[src/design/firpt_pkg.sv]
// Shared types and constants for the programmable-tap FIR filter.
// Used by firpt_ctrl, firpt_datapath, the top level and the checker.
`timescale 1ns / 1ps

package firpt_pkg;

    localparam int COEF_W    = 16;   // coefficient width, Q1.15
    localparam int OUT_W     = 16;   // filtered output width, Q1.15
    localparam int FRAC_BITS = 15;   // fraction bits dropped after the sum
    localparam int TAPCNT_W  = 5;    // tap_count register width
    localparam int IDX_W     = 4;    // coef_index field width

    localparam logic [COEF_W-1:0]   COEF0_RESET     = 16'h7fff;
    localparam logic [TAPCNT_W-1:0] TAP_COUNT_RESET = 5'd1;

    typedef enum logic [1:0] {
        ST_IDLE,
        ST_RUN,
        ST_DRAIN,
        ST_DONE
    } t_state;

    typedef enum logic {
        ACT_SAMPLE = 1'b0,
        ACT_COEF   = 1'b1
    } t_action;

    typedef struct packed {
        logic start;     // new sample: push history, clear accumulator
        logic coef_wr;   // write one coefficient, clear history
        logic issue;     // read one tap and advance the tap counter
        logic out_load;  // load the output register from the accumulator
    } t_dp_cmd;

    typedef struct packed {
        logic no_taps;   // effective tap count is zero
        logic last_tap;  // tap counter sits on the last tap in use
        logic busy;      // MAC pipeline still holds a product
    } t_dp_status;

endpackage

[src/design/firpt_ctrl.sv]
// Controller for the FIR filter: input/output handshake and MAC sequencing.
// Depends on firpt_pkg; drives firpt_datapath through t_dp_cmd.
`timescale 1ns / 1ps

module firpt_ctrl (
    input  logic                   i_clk,
    input  logic                   i_rst_n,
    input  logic                   i_s_tvalid,
    input  logic                   i_action,
    output logic                   o_s_tready,
    output logic                   o_m_tvalid,
    input  logic                   i_m_tready,
    input  firpt_pkg::t_dp_status  i_status,
    output firpt_pkg::t_dp_cmd     o_cmd
);

    firpt_pkg::t_state r_state, n_state;
    logic              r_out_vld, n_out_vld;
    logic              s_accept;
    logic              out_free;

    assign s_accept = i_s_tvalid && o_s_tready;
    assign out_free = !r_out_vld || i_m_tready;

    always_ff @(posedge i_clk) begin
        if (!i_rst_n) begin
            r_state   <= firpt_pkg::ST_IDLE;
            r_out_vld <= 1'b0;
        end else begin
            r_state   <= n_state;
            r_out_vld <= n_out_vld;
        end
    end

    always_comb begin
        n_state    = r_state;
        n_out_vld  = r_out_vld && !i_m_tready;
        o_cmd      = '0;
        o_s_tready = 1'b0;
        unique case (r_state)
            firpt_pkg::ST_IDLE: begin
                o_s_tready = 1'b1;
                if (s_accept) begin
                    if (firpt_pkg::t_action'(i_action) == firpt_pkg::ACT_COEF) begin
                        o_cmd.coef_wr = 1'b1;
                    end else begin
                        o_cmd.start = 1'b1;
                        n_state = i_status.no_taps ? firpt_pkg::ST_DONE
                                                   : firpt_pkg::ST_RUN;
                    end
                end
            end
            firpt_pkg::ST_RUN: begin
                o_cmd.issue = 1'b1;
                if (i_status.last_tap) begin
                    n_state = firpt_pkg::ST_DRAIN;
                end
            end
            firpt_pkg::ST_DRAIN: begin
                if (!i_status.busy) begin
                    n_state = firpt_pkg::ST_DONE;
                end
            end
            firpt_pkg::ST_DONE: begin
                // hold the sum until the previous word has left
                if (out_free) begin
                    o_cmd.out_load = 1'b1;
                    n_out_vld      = 1'b1;
                    n_state        = firpt_pkg::ST_IDLE;
                end
            end
            default: begin
                n_state = firpt_pkg::ST_IDLE;
            end
        endcase
    end

    assign o_m_tvalid = r_out_vld;

endmodule

[src/design/firpt_datapath.sv]
// Datapath for the FIR filter: history and coefficient memories, tap counter,
// three-stage multiply-accumulate and the shift/saturate output register.
// Depends on firpt_pkg; controlled by firpt_ctrl.
`timescale 1ns / 1ps

module firpt_datapath #(
    parameter int TAPS        = 16,
    parameter int SAMPLE_BITS = 16
) (
    input  logic                                 i_clk,
    input  logic                                 i_rst_n,
    input  logic                                 i_cfg_we,
    input  logic [firpt_pkg::TAPCNT_W-1:0]       i_cfg_wdata,
    input  firpt_pkg::t_dp_cmd                   i_cmd,
    input  logic signed [SAMPLE_BITS-1:0]        i_sample,
    input  logic [firpt_pkg::IDX_W-1:0]          i_coef_index,
    input  logic signed [firpt_pkg::COEF_W-1:0]  i_coef_value,
    output firpt_pkg::t_dp_status                o_status,
    output logic signed [firpt_pkg::OUT_W-1:0]   o_filtered,
    output logic                                 o_saturated
);

    localparam int AW    = (TAPS > 1) ? $clog2(TAPS) : 1;
    localparam int CW    = $clog2(TAPS + 1);
    localparam int PW    = SAMPLE_BITS + firpt_pkg::COEF_W;
    localparam int ACC_W = PW + $clog2(TAPS) + 1;
    localparam logic signed [ACC_W-1:0] SAT_HI = ACC_W'(32767);
    localparam logic signed [ACC_W-1:0] SAT_LO = ACC_W'(-32768);

    // memories
    logic signed [SAMPLE_BITS-1:0]    hist_mem [TAPS];
    logic signed [firpt_pkg::COEF_W-1:0] coef_mem [TAPS];
    logic [TAPS-1:0]                  r_coef_vld;

    // control state
    logic [firpt_pkg::TAPCNT_W-1:0]   r_tap_count;
    logic [AW-1:0]                    r_pos;      // slot for the next sample
    logic [AW-1:0]                    r_newest;   // slot of the current sample
    logic [CW-1:0]                    r_fill;     // samples held since clear
    logic [CW-1:0]                    r_tap;
    logic                             r_v1, r_v2;

    // pipeline payload
    logic signed [SAMPLE_BITS-1:0]    r_hist_rd;
    logic signed [firpt_pkg::COEF_W-1:0] r_coef_rd;
    logic                             r_coef_ok;
    logic                             r_coef_is0;
    logic                             r_tap_live;
    logic signed [PW-1:0]             r_prod;
    logic signed [ACC_W-1:0]          r_acc;
    logic signed [firpt_pkg::OUT_W-1:0] r_out_data;
    logic                             r_out_sat;

    logic [CW-1:0]                    n_eff;
    logic [AW-1:0]                    tap_idx;
    logic [AW:0]                      hist_sum;
    logic [AW-1:0]                    hist_addr;
    logic signed [SAMPLE_BITS-1:0]    samp_eff;
    logic signed [firpt_pkg::COEF_W-1:0] coef_eff;
    logic signed [ACC_W-1:0]          acc_q;
    logic                             sat_hi, sat_lo;

    always_comb begin
        n_eff = (32'(r_tap_count) > TAPS) ? CW'(TAPS) : CW'(r_tap_count);
    end

    assign tap_idx = r_tap[AW-1:0];

    // newest minus tap, modulo TAPS
    always_comb begin
        hist_sum  = {1'b0, r_newest} + (AW + 1)'(TAPS) - {1'b0, tap_idx};
        hist_addr = (hist_sum >= (AW + 1)'(TAPS)) ? AW'(hist_sum - (AW + 1)'(TAPS))
                                                  : AW'(hist_sum);
    end

    assign o_status.no_taps  = (n_eff == '0);
    assign o_status.last_tap = (r_tap == n_eff - CW'(1));
    assign o_status.busy     = r_v1 || r_v2;

    always_ff @(posedge i_clk) begin
        if (!i_rst_n) begin
            r_tap_count <= firpt_pkg::TAP_COUNT_RESET;
        end else if (i_cfg_we) begin
            r_tap_count <= i_cfg_wdata;
        end
    end

    always_ff @(posedge i_clk) begin
        if (!i_rst_n) begin
            r_pos      <= '0;
            r_newest   <= '0;
            r_fill     <= '0;
            r_tap      <= '0;
            r_coef_vld <= '0;
            r_v1       <= 1'b0;
            r_v2       <= 1'b0;
        end else begin
            r_v1 <= i_cmd.issue;
            r_v2 <= r_v1;
            if (i_cmd.start) begin
                r_newest <= r_pos;
                r_pos    <= (r_pos == AW'(TAPS - 1)) ? '0 : r_pos + AW'(1);
                r_fill   <= (r_fill == CW'(TAPS)) ? r_fill : r_fill + CW'(1);
                r_tap    <= '0;
            end else if (i_cmd.issue) begin
                r_tap <= r_tap + CW'(1);
            end
            if (i_cmd.coef_wr) begin
                // history clear: fill count back to zero
                r_pos  <= '0;
                r_fill <= '0;
                if (32'(i_coef_index) < TAPS) begin
                    r_coef_vld[AW'(i_coef_index)] <= 1'b1;
                end
            end
        end
    end

    always_ff @(posedge i_clk) begin
        if (i_cmd.start) begin
            hist_mem[r_pos] <= i_sample;
        end
        if (i_cmd.coef_wr && (32'(i_coef_index) < TAPS)) begin
            coef_mem[AW'(i_coef_index)] <= i_coef_value;
        end
        if (i_cmd.issue) begin
            r_hist_rd  <= hist_mem[hist_addr];
            r_coef_rd  <= coef_mem[tap_idx];
            r_coef_ok  <= r_coef_vld[tap_idx];
            r_coef_is0 <= (tap_idx == '0);
            r_tap_live <= (r_tap < r_fill);
        end
    end

    // stage 2: select reset defaults, multiply
    always_comb begin
        samp_eff = r_tap_live ? r_hist_rd : '0;
        if (r_coef_ok) begin
            coef_eff = r_coef_rd;
        end else begin
            coef_eff = r_coef_is0 ? firpt_pkg::COEF0_RESET : '0;
        end
    end

    always_ff @(posedge i_clk) begin
        r_prod <= samp_eff * coef_eff;
        if (i_cmd.start) begin
            r_acc <= '0;
        end else if (r_v2) begin
            r_acc <= r_acc + ACC_W'(r_prod);
        end
    end

    // arithmetic shift rounds toward minus infinity
    always_comb begin
        acc_q  = r_acc >>> firpt_pkg::FRAC_BITS;
        sat_hi = (acc_q > SAT_HI);
        sat_lo = (acc_q < SAT_LO);
    end

    always_ff @(posedge i_clk) begin
        if (i_cmd.out_load) begin
            priority if (sat_hi) begin
                r_out_data <= firpt_pkg::OUT_W'(32767);
            end else if (sat_lo) begin
                r_out_data <= firpt_pkg::OUT_W'(-32768);
            end else begin
                r_out_data <= acc_q[firpt_pkg::OUT_W-1:0];
            end
            r_out_sat <= sat_hi || sat_lo;
        end
    end

    assign o_filtered  = r_out_data;
    assign o_saturated = r_out_sat;

endmodule

[src/design/fir_filter_programmable_taps.sv]
// Top level of the programmable-tap FIR filter.
// Depends on firpt_pkg, firpt_ctrl and firpt_datapath.
//
// Input stream (s side): one word per item. tuser is the action: a sample
// word (0) pushes sample_in into the history and produces one output word;
// a coefficient word (1) writes coef_value into slot coef_index, clears the
// history and produces nothing. Slots at or beyond TAPS are not written.
// Output stream (m side): filtered in tdata, the saturation flag in tuser.
// i_cfg_we/i_cfg_wdata write tap_count (taps in use, clipped to TAPS);
// write it only while the filter is idle.
// Sequence: with taps in use a sample holds the input through accept, one multiply
// per tap on one shared multiplier, the MAC drain and the output load. The result
// and the next ready appear together, registered from the output load; with zero
// taps the sample goes straight to the output load. A coefficient word leaves it idle.
// Reset (synchronous, active low) clears the history, sets coefficient 0
// to 32767 and the rest to zero, and sets tap_count to 1.
// A stalled output word is held in the output register; the filter still
// accepts and computes the next sample and waits only to hand its result on.
`timescale 1ns / 1ps

module fir_filter_programmable_taps #(
    parameter int TAPS        = 16,
    parameter int SAMPLE_BITS = 16
) (
    input  logic                                i_clk,
    input  logic                                i_rst_n,
    input  logic                                i_cfg_we,
    input  logic [firpt_pkg::TAPCNT_W-1:0]      i_cfg_wdata,
    input  logic                                i_s_tvalid,
    output logic                                o_s_tready,
    // [SAMPLE_BITS-1:0] sample_in, then coef_index (4), coef_value (16), zero pad
    input  logic [((SAMPLE_BITS + firpt_pkg::IDX_W + firpt_pkg::COEF_W + 7) / 8) * 8 - 1:0]
                                                i_s_tdata,
    input  logic                                i_s_tuser,    // action
    output logic                                o_m_tvalid,
    input  logic                                i_m_tready,
    output logic [firpt_pkg::OUT_W-1:0]         o_m_tdata,    // filtered
    output logic                                o_m_tuser     // saturated
);

    localparam int IDX_LO  = SAMPLE_BITS;
    localparam int COEF_LO = SAMPLE_BITS + firpt_pkg::IDX_W;

    firpt_pkg::t_dp_cmd    cmd;
    firpt_pkg::t_dp_status status;
    logic signed [firpt_pkg::OUT_W-1:0] filtered;

    firpt_ctrl u_ctrl (
        .i_clk      (i_clk),
        .i_rst_n    (i_rst_n),
        .i_s_tvalid (i_s_tvalid),
        .i_action   (i_s_tuser),
        .o_s_tready (o_s_tready),
        .o_m_tvalid (o_m_tvalid),
        .i_m_tready (i_m_tready),
        .i_status   (status),
        .o_cmd      (cmd)
    );

    firpt_datapath #(
        .TAPS        (TAPS),
        .SAMPLE_BITS (SAMPLE_BITS)
    ) u_datapath (
        .i_clk        (i_clk),
        .i_rst_n      (i_rst_n),
        .i_cfg_we     (i_cfg_we),
        .i_cfg_wdata  (i_cfg_wdata),
        .i_cmd        (cmd),
        .i_sample     ($signed(i_s_tdata[SAMPLE_BITS-1:0])),
        .i_coef_index (i_s_tdata[IDX_LO +: firpt_pkg::IDX_W]),
        .i_coef_value ($signed(i_s_tdata[COEF_LO +: firpt_pkg::COEF_W])),
        .o_status     (status),
        .o_filtered   (filtered),
        .o_saturated  (o_m_tuser)
    );

    assign o_m_tdata = filtered;

endmodule

[config.mk]
export PLATFORM = sky130hd
export DESIGN_NAME = fir_filter_programmable_taps
export DESIGN_NICKNAME = d
export VERILOG_FILES = /design/src/design/firpt_pkg.sv /design/src/design/firpt_ctrl.sv /design/src/design/firpt_datapath.sv /design/src/design/fir_filter_programmable_taps.sv
export SDC_FILE = /design/constraint.sdc
export NUM_CORES = 1
export LEC_CHECK = 0
export ABC_CLOCK_PERIOD_IN_PS = 7300
export BUFFER_PORTS_ARGS = -buffer_cell sky130_fd_sc_hd__buf_2
export CORE_ASPECT_RATIO = 1.4
export CORE_MARGIN = 2
export CORE_UTILIZATION = 64
export CTS_BUF_LIST = sky130_fd_sc_hd__clkbuf_8 sky130_fd_sc_hd__clkbuf_16
export DETAILED_ROUTE_END_ITERATION = 8
export GPL_ROUTABILITY_DRIVEN = 1
export HOLD_SLACK_MARGIN = 0.1
export PLACE_DENSITY_LB_ADDON = 0.08
export SLEW_MARGIN = 20
export SYNTH_ARGS = -nofsm -noshare
export SYNTH_HDL_FRONTEND = slang
export SYNTH_HIERARCHICAL = 1
export SYNTH_SLANG_ARGS = --single-unit
[constraint.sdc]
create_clock -name i_clk -period 7.3 [get_ports i_clk]
set_input_delay 0.73 -clock i_clk [delete_from_list [all_inputs] [get_ports i_clk]]
set_output_delay 0.73 -clock i_clk [all_outputs]
set_load 0.02 [all_outputs]
; ---- After elaboration in Yosys (flattened, before gate mapping)
; Memory sizes are Yosys's and may differ from the RTL's. A register that Yosys moved wholly into a read port is not among the register bits.
; Cells that the tools add are included.
; Widths: inputs -> output; s select.
[classes]
n_addsub = 8
n_mul = 1
div = 0
magnitude_cmp = 8
n_eq_ne = 11
n_shift = 0
muxes = 32
bitwise = 3
reduce_logical = 15
[ops]
columns = op, count
row1 = $mux 16, 3
row2 = $add 37x32->37, 1
row3 = $mul 16x16->32, 1
row4 = $gt 22x16->1 const B, 1
row5 = $lt 22x16->1 const B, 1
row6 = $mux 2, 8
row7 = $or 16x16->16, 1
row8 = $mux 15, 1
row9 = $mux 1, 14
row10 = $add 5x1->5 const B, 2
row11 = $lt 4x5->1 const B, 2
row12 = $mux 4, 2
row13 = $pmux 2 s4, 1
row14 = $ne 2x2->1 const B, 3
row15 = $add 4x5->5 const B, 1
row16 = $eq 5x5->1, 1
row17 = $eq 5x5->1 const B, 1
row18 = $ge 5x5->1 const B, 1
row19 = $gt 5x5->1 const B, 1
row20 = $logic_not 5->1, 1
row21 = $lt 5x5->1, 1
row22 = $mux 5, 1
row23 = $reduce_and 5->1, 1
row24 = $sub 5x1->5 const B, 1
row25 = 18 further kinds, 27
[totals]
regBits = 133
latchBits = 0
ramBits = 512
mem_bits_ro = 0
output_inout_bits = 19
elab_cells = 97
memories = 2
[mem_list]
columns = memory, words, width, read_ports, rd_ports_with_merged_regs, wr, line_no
row1 = u_datapath.coef_mem, 16, 16, 1, 1, 1, firpt_datapath.sv:32  ; logic signed [firpt_pkg::COEF_W-1:0] coef_mem [TAPS];
row2 = u_datapath.hist_mem, 16, 16, 1, 1, 1, firpt_datapath.sv:31  ; logic signed [SAMPLE_BITS-1:0] hist_mem [TAPS];

; ---- Longest topological paths before layout
; Gate-level depths: netlist of run 1.
[logic_depth]
depth_word = 7
depth_mapped = 28
depth_no_buf = 26

; ---- Cells and area by module
; The synthesis of run 1 kept the hierarchy.
[modules_own_cells]
columns = mod, n_inst, cells_per_inst, area_each_um2
row1 = firpt_datapath, 1, 2668, 36842.8
row2 = firpt_ctrl, 1, 28, 269.0

; ---- Worst setup path after synthesis of run 1
; No wires, ideal clock.
[synth_path]
kind = register -> register
start = register u_datapath.r_coef_ok
end = register u_datapath.r_prod[30]
setup_time_ps = 72
arrival_time_ps = 6356
required_time_ps = 7228
setup_slack_ps = 872
path_stages_with_launch = 27
path_buffers = 2
synth_period_minus_slack_ps = 6428
cell_sequence = edfxtp_1 -> nor2b_1 -> clkbuf_1 -> a21o_1 -> clkbuf_1 -> nand2_1 -> fa_1 -> inv_1 -> fa_1 -> inv_1 -> fa_1 -> inv_1 -> fa_1 -> fa_1 -> inv_1 -> fa_1 -> inv_1 -> ha_1 -> a211oi_2 -> o21ai_1 -> a2111oi_0 -> o211ai_1 -> nand3_1 -> a32oi_1 -> a21o_1 -> a21oi_1 -> xnor2_1
[synth_via]
elab_chain_len = 2
[synth_lines]
columns = element, line_no
row1 = "start, declared", firpt_datapath.sv:46  ; logic r_coef_ok;
row2 = "start signal, assigned", firpt_datapath.sv:129  ; r_coef_ok <= r_coef_vld[tap_idx];
row3 = $mux 16, firpt_datapath.sv:138  ; if (r_coef_ok) begin
row4 = $mul 16x16->32, firpt_datapath.sv:146  ; r_prod <= samp_eff * coef_eff;
row5 = "end signal, assigned", firpt_datapath.sv:146
row6 = "end, declared", firpt_datapath.sv:49  ; logic signed [PW-1:0] r_prod;
; No other way between the ends.
; A chain may end at the register's enable or synchronous reset.

; ---- Final worst setup path of run 1
; Same ends and word-level chain as after synthesis.

==> flow_metrics.env, run 1 <==
export IMPL_ys_top_cells_by_area="edfxtp_1 46%, fa_1 14%, mux4_2 9.0%"
export IMPL_grt_usage_pct=30.8
export IMPL_start_kind="register"
export IMPL_clock_path_buffers=3
export IMPL_reg2reg_from="u_datapath/r_coef_ok"
export IMPL_grt_pass1_wl_mm=138
export IMPL_nets=3295
export IMPL_fin_ws_ps=321
export IMPL_cts_made_buffers=61
export IMPL_worstSetupStartpoint="u_datapath/r_coef_ok"
export IMPL_syn2layout_area_growth_pct=11.0
export IMPL_first_pass_iters=6
export IMPL_cap_violations=0
export IMPL_overflow=0
export IMPL_drv_slew=0
export IMPL_grt_use_met2_pct=57.9
export IMPL_whs_ps=326
export IMPL_routedWlPerCell_microns=24.8
export IMPL_core_sq_mm=0.0574
export IMPL_clockRootBuffer="clkbuf_16"
export IMPL_r2r_end="u_datapath/r_prod[30]"
export IMPL_rsz0062_at_grt="false"
export IMPL_htreeDepth=2
export IMPL_grt_pass1_vias=23900
export IMPL_die_w_microns=208
export IMPL_grt_start_max_net_pins=49
export IMPL_crit_path_end="u_datapath/r_prod[30]"
export IMPL_synth_seq_area_share_pct=51.7
export IMPL_ff2ff_setup_slack_ps=320
export IMPL_cts_clk_slew_worst_paths_ps=70
export IMPL_drc=0
export IMPL_ys_flop_type="edfxtp_1"
export IMPL_start_util_pct=64.7
export IMPL_cts_sinks=677
export IMPL_maxSlewHeadroom_pct=19.5
export IMPL_synth_seq_cells=677
export IMPL_arrival_ps=7500
export IMPL_synth_top_area_cell="edfxtp_1"
export IMPL_crit_fanout=22
export IMPL_syn_mean_instance_area_sq_um=13.8
export IMPL_postSynthCellCount=2696
export IMPL_postCtsHoldBufs=0
export IMPL_totalWireLength_mm=90.3
export IMPL_min_delay_path_class="in2reg"
export IMPL_grt_busiest_layer="met2"
export IMPL_clock_latency_ps=660
export IMPL_synth_net_count=3151
export IMPL_final_common_cell="edfxtp_1"
export IMPL_mostFrequentLayoutCells="564 x edfxtp_1, 355 x inv_1, 263 x fa_1"
export IMPL_hold_viol=0
export IMPL_worst_pin_slew_ps=1210
export IMPL_syn_cell_area_sq_mm=0.0371
export IMPL_io_pins=70
export IMPL_gp_congestion=0.954
export IMPL_drt_initial_drc_count=1945
export IMPL_synth_edf_count=564
export IMPL_grt_use_met3_pct=3.54
export IMPL_use_met1_pct=35.0
export IMPL_dpl_hpwl_mm=60.5
export IMPL_synth_top_cell_area_share_pct=45.6
export IMPL_io_buffers=65
export IMPL_num_fill_cells=3652
export IMPL_ant_nets=0
export IMPL_synthArstFlopShare_pct=0
export IMPL_place_ws_ps=260
export IMPL_crit_required_ps=7820
export IMPL_r2r_cells=26
export IMPL_cts_tree="yes"
export IMPL_yosysWarnings=6
export IMPL_yosysUniqueCellTypes=80
export IMPL_cts_resized=0
export IMPL_dieArea_sq_mm=0.0600
export IMPL_die_y_microns=289
export IMPL_vias_per_cell=6.10
export IMPL_final_min_clock_period_ps=6980
export IMPL_crit_type="reg2reg"
export IMPL_antenna_found_initial=7
export IMPL_period_share_pct=95.6
export IMPL_setup_viol=0
export IMPL_status="completed"
export IMPL_num_vias=22200
export IMPL_max_freq_ghz=0.143
export IMPL_rows=104
export IMPL_fin_tns_setup_ps=0
export IMPL_finClkSkew_ps=34.1
export IMPL_drive_above_1_share_pct=17.2
export IMPL_endpoint_kind="register"
[worst min-delay path by stage]
stage                                        start                        end  slack, ps  depth (start not counted)
final                               i_cfg_wdata[0]  u_datapath/r_tap_count[0]        330                          3
after global routing                i_cfg_wdata[0]  u_datapath/r_tap_count[0]        340                          3
after CTS                           i_cfg_wdata[0]  u_datapath/r_tap_count[0]        310                          3
after detailed placement  u_datapath/r_coef_vld[3]   u_datapath/r_coef_vld[3]        450                          1
after global placement    u_datapath/r_coef_vld[2]   u_datapath/r_coef_vld[2]        440                          1
after floorplan                    u_datapath/r_v1            u_datapath/r_v2        420                          1
[state kept, by name, indices dropped and copies added, names as in the netlist, 2 cells and up]
| signal | count |
|---|---|
| u_datapath/r_hist_rd | 16 |
| u_datapath/r_acc | 37 |
| u_datapath/r_coef_rd | 16 |
| u_datapath/hist_mem | 256 |
| u_datapath/r_pos | 4 |
| u_datapath/r_prod | 32 |
| u_datapath/r_tap | 5 |
| u_datapath/r_coef_vld | 16 |
| u_datapath/r_fill | 5 |
| u_datapath/r_tap_count | 5 |
| u_datapath/o_filtered | 16 |
| u_datapath/r_newest | 4 |
| u_ctrl/r_state | 2 |
| u_datapath/coef_mem | 256 |
[metrics by stage]
step                      util [%]  std cells  area (sq um)
final                         71.8       3637         41200
after global placement        67.9       3514         39000
after detailed placement      67.9       3515         39000
after global routing          71.8       3637         41200
after floorplan                  -       2696         37100
after CTS                     71.7       3631         41100
[cells by family (layout without fill, tap and decap cells)]
kind of cell | count (synthesis) | in the layout | share of synthesized area (%)
adders and majority gates | 404 | 404 | 19.0
other | 0 | 2 | 0
muxes | 192 | 192 | 10.2
xor gates and xnor gates | 69 | 69 | 1.63
buffers and inverters | 451 | 648 | 4.64
DFF | 677 | 677 | 51.7
and+or+nand+nor | 604 | 604 | 7.35
AOI/OAI and AO/OA | 299 | 299 | 5.48
[worst max-delay path: stages, from the launching register on]
cell and delay (ps):
edfxtp_1 400, nor2b_2 260, buf_12 190, a21o_1 330
buf_4 220, nand2_1 80, fa_1 530, inv_1 50
fa_1 490, fa_1 580, fa_1 430, fa_1 500
inv_1 60, fa_1 470, inv_1 40, ha_1 280
nand3_1 120, nor4_1 370, o311ai_0 220, buf_4 200
o211ai_1 100, buf_4 170, nand3_1 90, a32oi_1 320
a21o_1 160, a21oi_1 70, xnor2_1 120
[synthesized netlist by cell type (all sizes together), types with 5 or more instances]
cell	instances
o21a	26
fa	264
a41oi	5
mux2i	41
and3	8
a31oi	5
nor4	5
o311ai	6
a21o	45
a21oi	96
a32oi	5
dfxtp	113
edfxtp	564
nand4	9
and2	37
a21boi	5
o21bai	7
o21ai	43
xnor2	48
nor3	20
nor2	220
inv	347
nand2	199
nand2b	19
nand3	30
a211oi	23
clkbuf	75
mux4	149
buf	29
xor2	21
ha	140
nor2b	33
o211ai	6
or3	8
[routing by layer]
metal / part of all wire [%] / routed length, microns / vias to the layer above
met1: 34 / 30800 / 11300
met4: 5.3 / 4810 / 10
li1: - / - / 9746
met5: 0.071 / 64 / -
met3: 5.6 / 5040 / 270
met2: 55 / 49600 / 916
[what timing repair did]
item | CTS | global route
hold endpoints to repair | 0 | 0
setup endpoints to repair | 0 | 3
setup buffers | 0 | 1
[layout make-up]
| type | count | area, sq um | area share [%] |
|---|---|---|---|
| Antenna cell | 2 | 5.00 | 0.0122 |
| Inverter | 347 | 1300 | 3.16 |
| Clock inverter | 48 | 509 | 1.24 |
| Sequential cell | 677 | 19200 | 46.6 |
| Multi-Input combinational cell | 1568 | 16300 | 39.6 |
| Clock buffer | 68 | 1630 | 3.97 |
| Timing Repair Buffer | 185 | 1290 | 3.14 |
| Tap cell | 742 | 928 | 2.25 |
Power of run 1 is left out: the tool's default activity adds up to more than one toggle a clock period on the data nets, which glitch-free logic cannot reach.
==> inputs of run 2 (changes only) <==
--- a/config.mk
+++ b/config.mk
@@ -8,15 +8,15 @@
 export ABC_CLOCK_PERIOD_IN_PS = 7300
 export BUFFER_PORTS_ARGS = -buffer_cell sky130_fd_sc_hd__buf_2
 export CORE_ASPECT_RATIO = 1.4
-export CORE_MARGIN = 2
+export CORE_MARGIN = 8
 export CORE_UTILIZATION = 64
 export CTS_BUF_LIST = sky130_fd_sc_hd__clkbuf_8 sky130_fd_sc_hd__clkbuf_16
 export DETAILED_ROUTE_END_ITERATION = 8
 export GPL_ROUTABILITY_DRIVEN = 1
 export HOLD_SLACK_MARGIN = 0.1
 export PLACE_DENSITY_LB_ADDON = 0.08
+export RECOVER_POWER = 100
 export SLEW_MARGIN = 20
 export SYNTH_ARGS = -nofsm -noshare
 export SYNTH_HDL_FRONTEND = slang
-export SYNTH_HIERARCHICAL = 1
 export SYNTH_SLANG_ARGS = --single-unit
==> flow_metrics.env, run 2 <==
export IMPL_status="finished, violations left"
export IMPL_violations="capacitance limit, slew limit"
export IMPL_rsz0062_at_grt="false"
export IMPL_cts_resized=0
export IMPL_totalWireLength_mm=83.8
export IMPL_yosysUniqueCellTypes=82
export IMPL_min_delay_path_depth=3
export IMPL_dr_wl_met2_mm=45.6
export IMPL_r2r_end="u_datapath.r_prod[31]"
export IMPL_die_y_microns=301
export IMPL_hold_end="u_datapath.r_tap_count[0]"
export IMPL_ant_nets=0
export IMPL_num_fill_cells=3880
export IMPL_ff2ff_setup_slack_ps=250
export IMPL_syn_mean_instance_area_sq_um=13.8
export IMPL_grt_start_max_net_pins=60
export IMPL_first_pass_iters=5
export IMPL_die_w_microns=219
export IMPL_routed_wl_met3_mm=3.96
export IMPL_synth_edf_count=564
export IMPL_mostFrequentLayoutCells="564 x edfxtp_1, 340 x inv_1, 271 x nor2_1"
export IMPL_max_freq_ghz=0.142
export IMPL_r2r_cells=22
export IMPL_vias_per_cell=6.00
export IMPL_finClkSkew_ps=30.2
export IMPL_cts_tree="yes"
export IMPL_reg2reg_from="u_datapath.r_tap_live"
export IMPL_dpl_cell_area_sq_mm=0.0386
export IMPL_syn2layout_area_growth_pct=9.18
export IMPL_synth_seq_area_share_pct=51.8
export IMPL_start_util_pct=64.5
export IMPL_dieArea_sq_mm=0.0659
export IMPL_postCtsHoldBufs=0
export IMPL_ys_top_cells_by_count="564 x edfxtp_1, 322 x inv_1, 279 x nor2_1"
export IMPL_dpl_hpwl_mm=58.4
export IMPL_maxSlewHeadroom_pct=-105
export IMPL_slowest_stage="fa_1"
export IMPL_hold_viol=0
export IMPL_synthArstFlopShare_pct=0
export IMPL_syn_cell_area_sq_mm=0.0370
export IMPL_slowest_delay_ps=730
export IMPL_grt_pass1_wl_mm=129
export IMPL_htreeDepth=3
export IMPL_crit_required_ps=7790
export IMPL_ys_top_cells_by_area="edfxtp_1 46%, fa_1 14%, mux4_2 9.1%"
export IMPL_met1_length_mm=29.9
export IMPL_worst_pin_slew_ps=3080
export IMPL_cp_buffers_inverters=5
export IMPL_routedWlPerCell_microns=23.3
export IMPL_stdcell_area_sq_mm=0.0404
export IMPL_start_kind="register"
export IMPL_top_layer_used="met5"
export IMPL_grt_pass1_vias=23300
export IMPL_cts_sinks=677
export IMPL_reg_top3="u_datapath.coef_mem: 256 flops, u_datapath.hist_mem: 256 flops, u_datapath.r_acc: 37 flops"
export IMPL_postSynthCellCount=2689
export IMPL_crit_type="reg2reg"
export IMPL_cap_violations=11
export IMPL_ys_flop_type="edfxtp_1"
export IMPL_grt_usage_pct=25.9
export IMPL_multiInputGateArea_sq_mm=0.0162
export IMPL_synth_top_cell_area_share_pct=45.7
export IMPL_io_pins=70
export IMPL_cts_setup_buffers=0
export IMPL_synth_seq_cells=677
export IMPL_path_cells="buf_4 > and2_1 > clkbuf_2 > nand2_1 > inv_1 > fa_1 > fa_1 > fa_1 > fa_1 > fa_1 > inv_1 > fa_1 > inv_1 > ha_1 > a21o_1 > a21oi_1 > o21ai_0 > a2111oi_0 > a21oi_1 > a41oi_2 > a31oi_1 > xnor2_1"
export IMPL_cts_made_buffers=66
export IMPL_io_buffers=65
export IMPL_nets=3259
export IMPL_final_common_cell="edfxtp_1"
export IMPL_antenna_found_initial=4
export IMPL_final_util_pct=70.5
export IMPL_fin_tns_setup_ps=0
export IMPL_endpoint_kind="register"
export IMPL_arrival_ps=7540
export IMPL_overflow=0
export IMPL_synth_most_common_cell="edfxtp_1"
export IMPL_core_sq_mm=0.0574
export IMPL_synth_top_area_cell="edfxtp_1"
export IMPL_clock_path_buffers=3
export IMPL_clock_latency_ps=610
export IMPL_num_vias=21600
export IMPL_crit_family="adder cells"
export IMPL_hold_start="i_cfg_wdata[0]"
export IMPL_drive_above_1_share_pct=12.2
export IMPL_crit_fanout=15
export IMPL_gp_congestion=1.01
export IMPL_setup_viol=0
export IMPL_crit_top_cell="fa_1"
export IMPL_drv_slew=266
export IMPL_rows=104
export IMPL_period_share_pct=96.6
export IMPL_cts_clk_slew_worst_paths_ps=60
export IMPL_min_delay_path_class="in2reg"
export IMPL_clockRootBuffer="clkbuf_16"
export IMPL_yosysWarnings=0
export IMPL_synth_net_count=3142
export IMPL_drt_initial_drc_count=1642
export IMPL_seq_area_sq_mm=0.0192
export IMPL_drc=0
export IMPL_final_min_clock_period_ps=7050
[run 2: cell count changes after synthesis, sizes merged, moves of 7 or more]
| cell | previous run | this run |
|---|---|---|
| xor2 | 21 | 31 |
| o21a | 26 | 9 |
| nand3 | 30 | 20 |
| inv | 347 | 323 |
| and2 | 37 | 20 |
| nor2 | 220 | 280 |
| a211oi | 23 | 30 |
| xnor2 | 48 | 56 |
| nand2 | 199 | 185 |
[run 2: cell families after synthesis]
family          synth area share (%)
buf+inv                         4.53
compound gates                  5.25
xor+xnor                        2.06
mux                             10.3
flops                           51.8
simple gates                    7.10
fa+ha+maj                       18.9
[run 2: per-layer routing]
metal | GRT usage, % | up-vias
li1 | - | 9648
met1 | 28.3 | 11000
met2 | 48.1 | 689
met3 | 3.95 | 233
met4 | 13.1 | 4
met5 | 0 | -
[run 2: worst max path at each step]
stage          slack [ps]  depth (start not counted)             startpoint                    end
6_report              250                         22  u_datapath.r_tap_live  u_datapath.r_prod[31]
5_1_grt                 8                         22  u_datapath.r_tap_live  u_datapath.r_prod[31]
3_3_place_gp          530                         22  u_datapath.r_tap_live  u_datapath.r_prod[31]
2_1_floorplan         450                         28   u_datapath.r_coef_ok  u_datapath.r_prod[31]
3_5_place_dp          440                         22  u_datapath.r_tap_live  u_datapath.r_prod[31]
4_1_cts               430                         22  u_datapath.r_tap_live  u_datapath.r_prod[31]
[run 2: final cells by class]
cell class | instances | area share, %
sequential | 677 | 47.5
multi-input combinational | 1581 | 40.1
clock buffer | 67 | 4.12
inverter | 323 | 3.00
tap | 742 | 2.30
timing repair buffer | 157 | 1.99
clock inverter | 52 | 1.02
antenna | 2 | 0.0124
[run 2: through the flow]
stage | std cells | hold slack (ps) | worst slack (ps)
2_1_floorplan | 2689 | 424 | 450
3_3_place_gp | 3480 | 441 | 527
3_5_place_dp | 3480 | 453 | 444
4_1_cts | 3599 | 310 | 428
5_1_grt | 3600 | 322 | 7.52
6_report | 3601 | 339 | 247
[run 2: worst register-to-register path, cell delays in order (launching register included)]
cell	delay (ps)
edfxtp_1	590
buf_4	270
and2_1	160
clkbuf_2	210
nand2_1	150
inv_1	70
fa_1	730
fa_1	510
fa_1	500
fa_1	520
fa_1	500
inv_1	50
fa_1	470
inv_1	40
ha_1	320
a21o_1	180
a21oi_1	280
o21ai_0	160
a2111oi_0	440
a21oi_1	160
a41oi_2	330
a31oi_1	150
xnor2_1	150
Power of run 2 is left out for the same reason.
==> inputs of run 3 (changes only) <==
--- a/config.mk
+++ b/config.mk
@@ -8,7 +8,7 @@
 export ABC_CLOCK_PERIOD_IN_PS = 7300
 export BUFFER_PORTS_ARGS = -buffer_cell sky130_fd_sc_hd__buf_2
 export CORE_ASPECT_RATIO = 1.4
-export CORE_MARGIN = 8
+export CORE_MARGIN = 1.5
 export CORE_UTILIZATION = 64
 export CTS_BUF_LIST = sky130_fd_sc_hd__clkbuf_8 sky130_fd_sc_hd__clkbuf_16
 export DETAILED_ROUTE_END_ITERATION = 8
@@ -16,6 +16,7 @@
 export HOLD_SLACK_MARGIN = 0.1
 export PLACE_DENSITY_LB_ADDON = 0.08
 export RECOVER_POWER = 100
+export SETUP_SLACK_MARGIN = 0.4
 export SLEW_MARGIN = 20
 export SYNTH_ARGS = -nofsm -noshare
 export SYNTH_HDL_FRONTEND = slang
==> flow_metrics.env, run 3 (synthesized netlist as in run 2, its figures left out) <==
export IMPL_status="finished, violations left"
export IMPL_violations="capacitance limit, slew limit"
export IMPL_top_layer_used="met5"
export IMPL_fin_tns_setup_ps=0
export IMPL_cap_violations=7
export IMPL_max_freq_ghz=0.148
export IMPL_cts_tree="yes"
export IMPL_rsz0062_at_grt="false"
export IMPL_min_delay_path_class="in2reg"
export IMPL_gp_congestion=0.983
export IMPL_io_pins=70
export IMPL_multiInputGateArea_sq_mm=0.0163
export IMPL_first_pass_iters=5
export IMPL_num_vias=21600
export IMPL_crit_type="reg2reg"
export IMPL_clock_latency_ps=650
export IMPL_nets=3258
export IMPL_final_common_cell="edfxtp_1"
export IMPL_setup_viol=0
export IMPL_start_kind="register"
export IMPL_totalWireLength_mm=87.0
export IMPL_finClkSkew_ps=27.9
export IMPL_arrival_ps=7280
export IMPL_dr_wl_met2_mm=48.1
export IMPL_die_w_microns=206
export IMPL_seq_area_sq_mm=0.0192
export IMPL_crit_required_ps=7840
export IMPL_syn2layout_area_growth_pct=9.46
export IMPL_drive_above_1_share_pct=12.6
export IMPL_met1_length_mm=30.8
export IMPL_worst_pin_slew_ps=3990
export IMPL_overflow=0
export IMPL_grt_pass1_vias=22900
export IMPL_start_util_pct=64.5
export IMPL_antenna_found_initial=3
export IMPL_drt_initial_drc_count=1631
export IMPL_routedWlPerCell_microns=24.2
export IMPL_num_fill_cells=3870
export IMPL_vias_per_cell=6.01
export IMPL_die_y_microns=288
export IMPL_routed_wl_met3_mm=4.25
export IMPL_drc=0
export IMPL_dpl_hpwl_mm=60.3
export IMPL_cts_clk_slew_worst_paths_ps=70
export IMPL_postCtsHoldBufs=0
export IMPL_hold_viol=0
export IMPL_htreeDepth=2
export IMPL_io_buffers=65
export IMPL_cts_sinks=677
export IMPL_drv_slew=261
export IMPL_core_sq_mm=0.0574
export IMPL_rows=104
export IMPL_ant_nets=0
export IMPL_dieArea_sq_mm=0.0593
export IMPL_crit_fanout=25
export IMPL_maxSlewHeadroom_pct=-166
export IMPL_final_min_clock_period_ps=6740
export IMPL_clock_path_buffers=3
export IMPL_reg_top3="u_datapath.coef_mem: 256 flops, u_datapath.hist_mem: 256 flops, u_datapath.r_acc: 37 flops"
export IMPL_grt_usage_pct=30.4
export IMPL_endpoint_kind="register"
export IMPL_grt_start_max_net_pins=76
export IMPL_grt_pass1_wl_mm=132
export IMPL_cts_made_buffers=61
export IMPL_mostFrequentLayoutCells="564 x edfxtp_1, 335 x inv_1, 275 x nor2_1"
export IMPL_period_share_pct=92.4
export IMPL_clockRootBuffer="clkbuf_16"
run 3: changes by cell type in the layout (fill, tap and decap cells not counted), sizes merged:
cell           previous run  this run
clkbuf                  159       154
clkinv                   24        19
buf                      65        68
clkdlybuf4s15             0         1
clkinvlp                  4         2
inv                     344       342
bufinv                    3         8
run 3: worst paths after layout:
| path | cells past startpoint | slack [ps] | to | start |
|---|---|---|---|---|
| setup / recovery | 26 | 560 | u_datapath.r_prod[31] | u_datapath.r_coef_is0 |
| hold / removal | 3 | 310 | u_datapath.r_tap_count[0] | i_cfg_wdata[0] |
| setup reg to reg | 26 | 560 | u_datapath.r_prod[31] | u_datapath.r_coef_is0 |
| hold reg to reg | 2 | 460 | u_datapath.r_newest[2] | u_datapath.r_newest[2] |
run 3: metal layers:
layer | vias up | track usage, %
li1 | 9637 | -
met1 | 11100 | 35.0
met2 | 663 | 56.6
met3 | 211 | 4.17
met4 | 2 | 12.4
met5 | - | 0
run 3: layout make-up:
| type | count | share of cell area [%] |
|---|---|---|
| Clock inverter | 48 | 1.18 |
| Antenna cell | 2 | 0.0123 |
| Sequential cell | 677 | 47.4 |
| Timing Repair Buffer | 161 | 2.16 |
| Multi-Input combinational cell | 1581 | 40.2 |
| Inverter | 323 | 2.99 |
| Clock buffer | 62 | 3.80 |
| Tap cell | 742 | 2.29 |
run 3: critical path, cell delays in order (launching register included):
cell and delay [ps]:
edfxtp_1 370, nor2b_1 170, buf_12 160, a21oi_4 150
buf_4 210, buf_4 190, nor2_1 80, fa_1 550
inv_1 50, fa_1 430, fa_1 560, inv_1 50
fa_1 490, fa_1 490, inv_1 50, fa_1 470
inv_1 40, ha_1 360, o21a_1 140, o211ai_1 190
o2bb2ai_1 190, a31oi_4 100, a2111oi_4 320, a21oi_1 130
a41oi_1 340, a31oi_1 170, xnor2_1 150
run 3: through the flow:
step,utilization (%),setup slack [ps],area [sq um],std cells,hold WS (ps)
3_3_place_gp,67.4,223,38700,3481,436
6_report,70.7,556,40500,3596,312
3_5_place_dp,67.4,127,38700,3481,445
5_1_grt,70.7,207,40500,3596,310
2_1_floorplan,-,450,37000,2689,424
4_1_cts,70.9,412,40700,3591,286
run 3: what timing repair did:
item | 4_1_cts | 5_1_grt
buffers inserted | 0 | 1
resized for setup | 5 | 27
hold endpoints to repair | 0 | 0
pin swaps | 0 | 4
gates cloned | 0 | 1
endpoints found under the setup margin | 4 | 7
Power of run 3 is left out for the same reason.
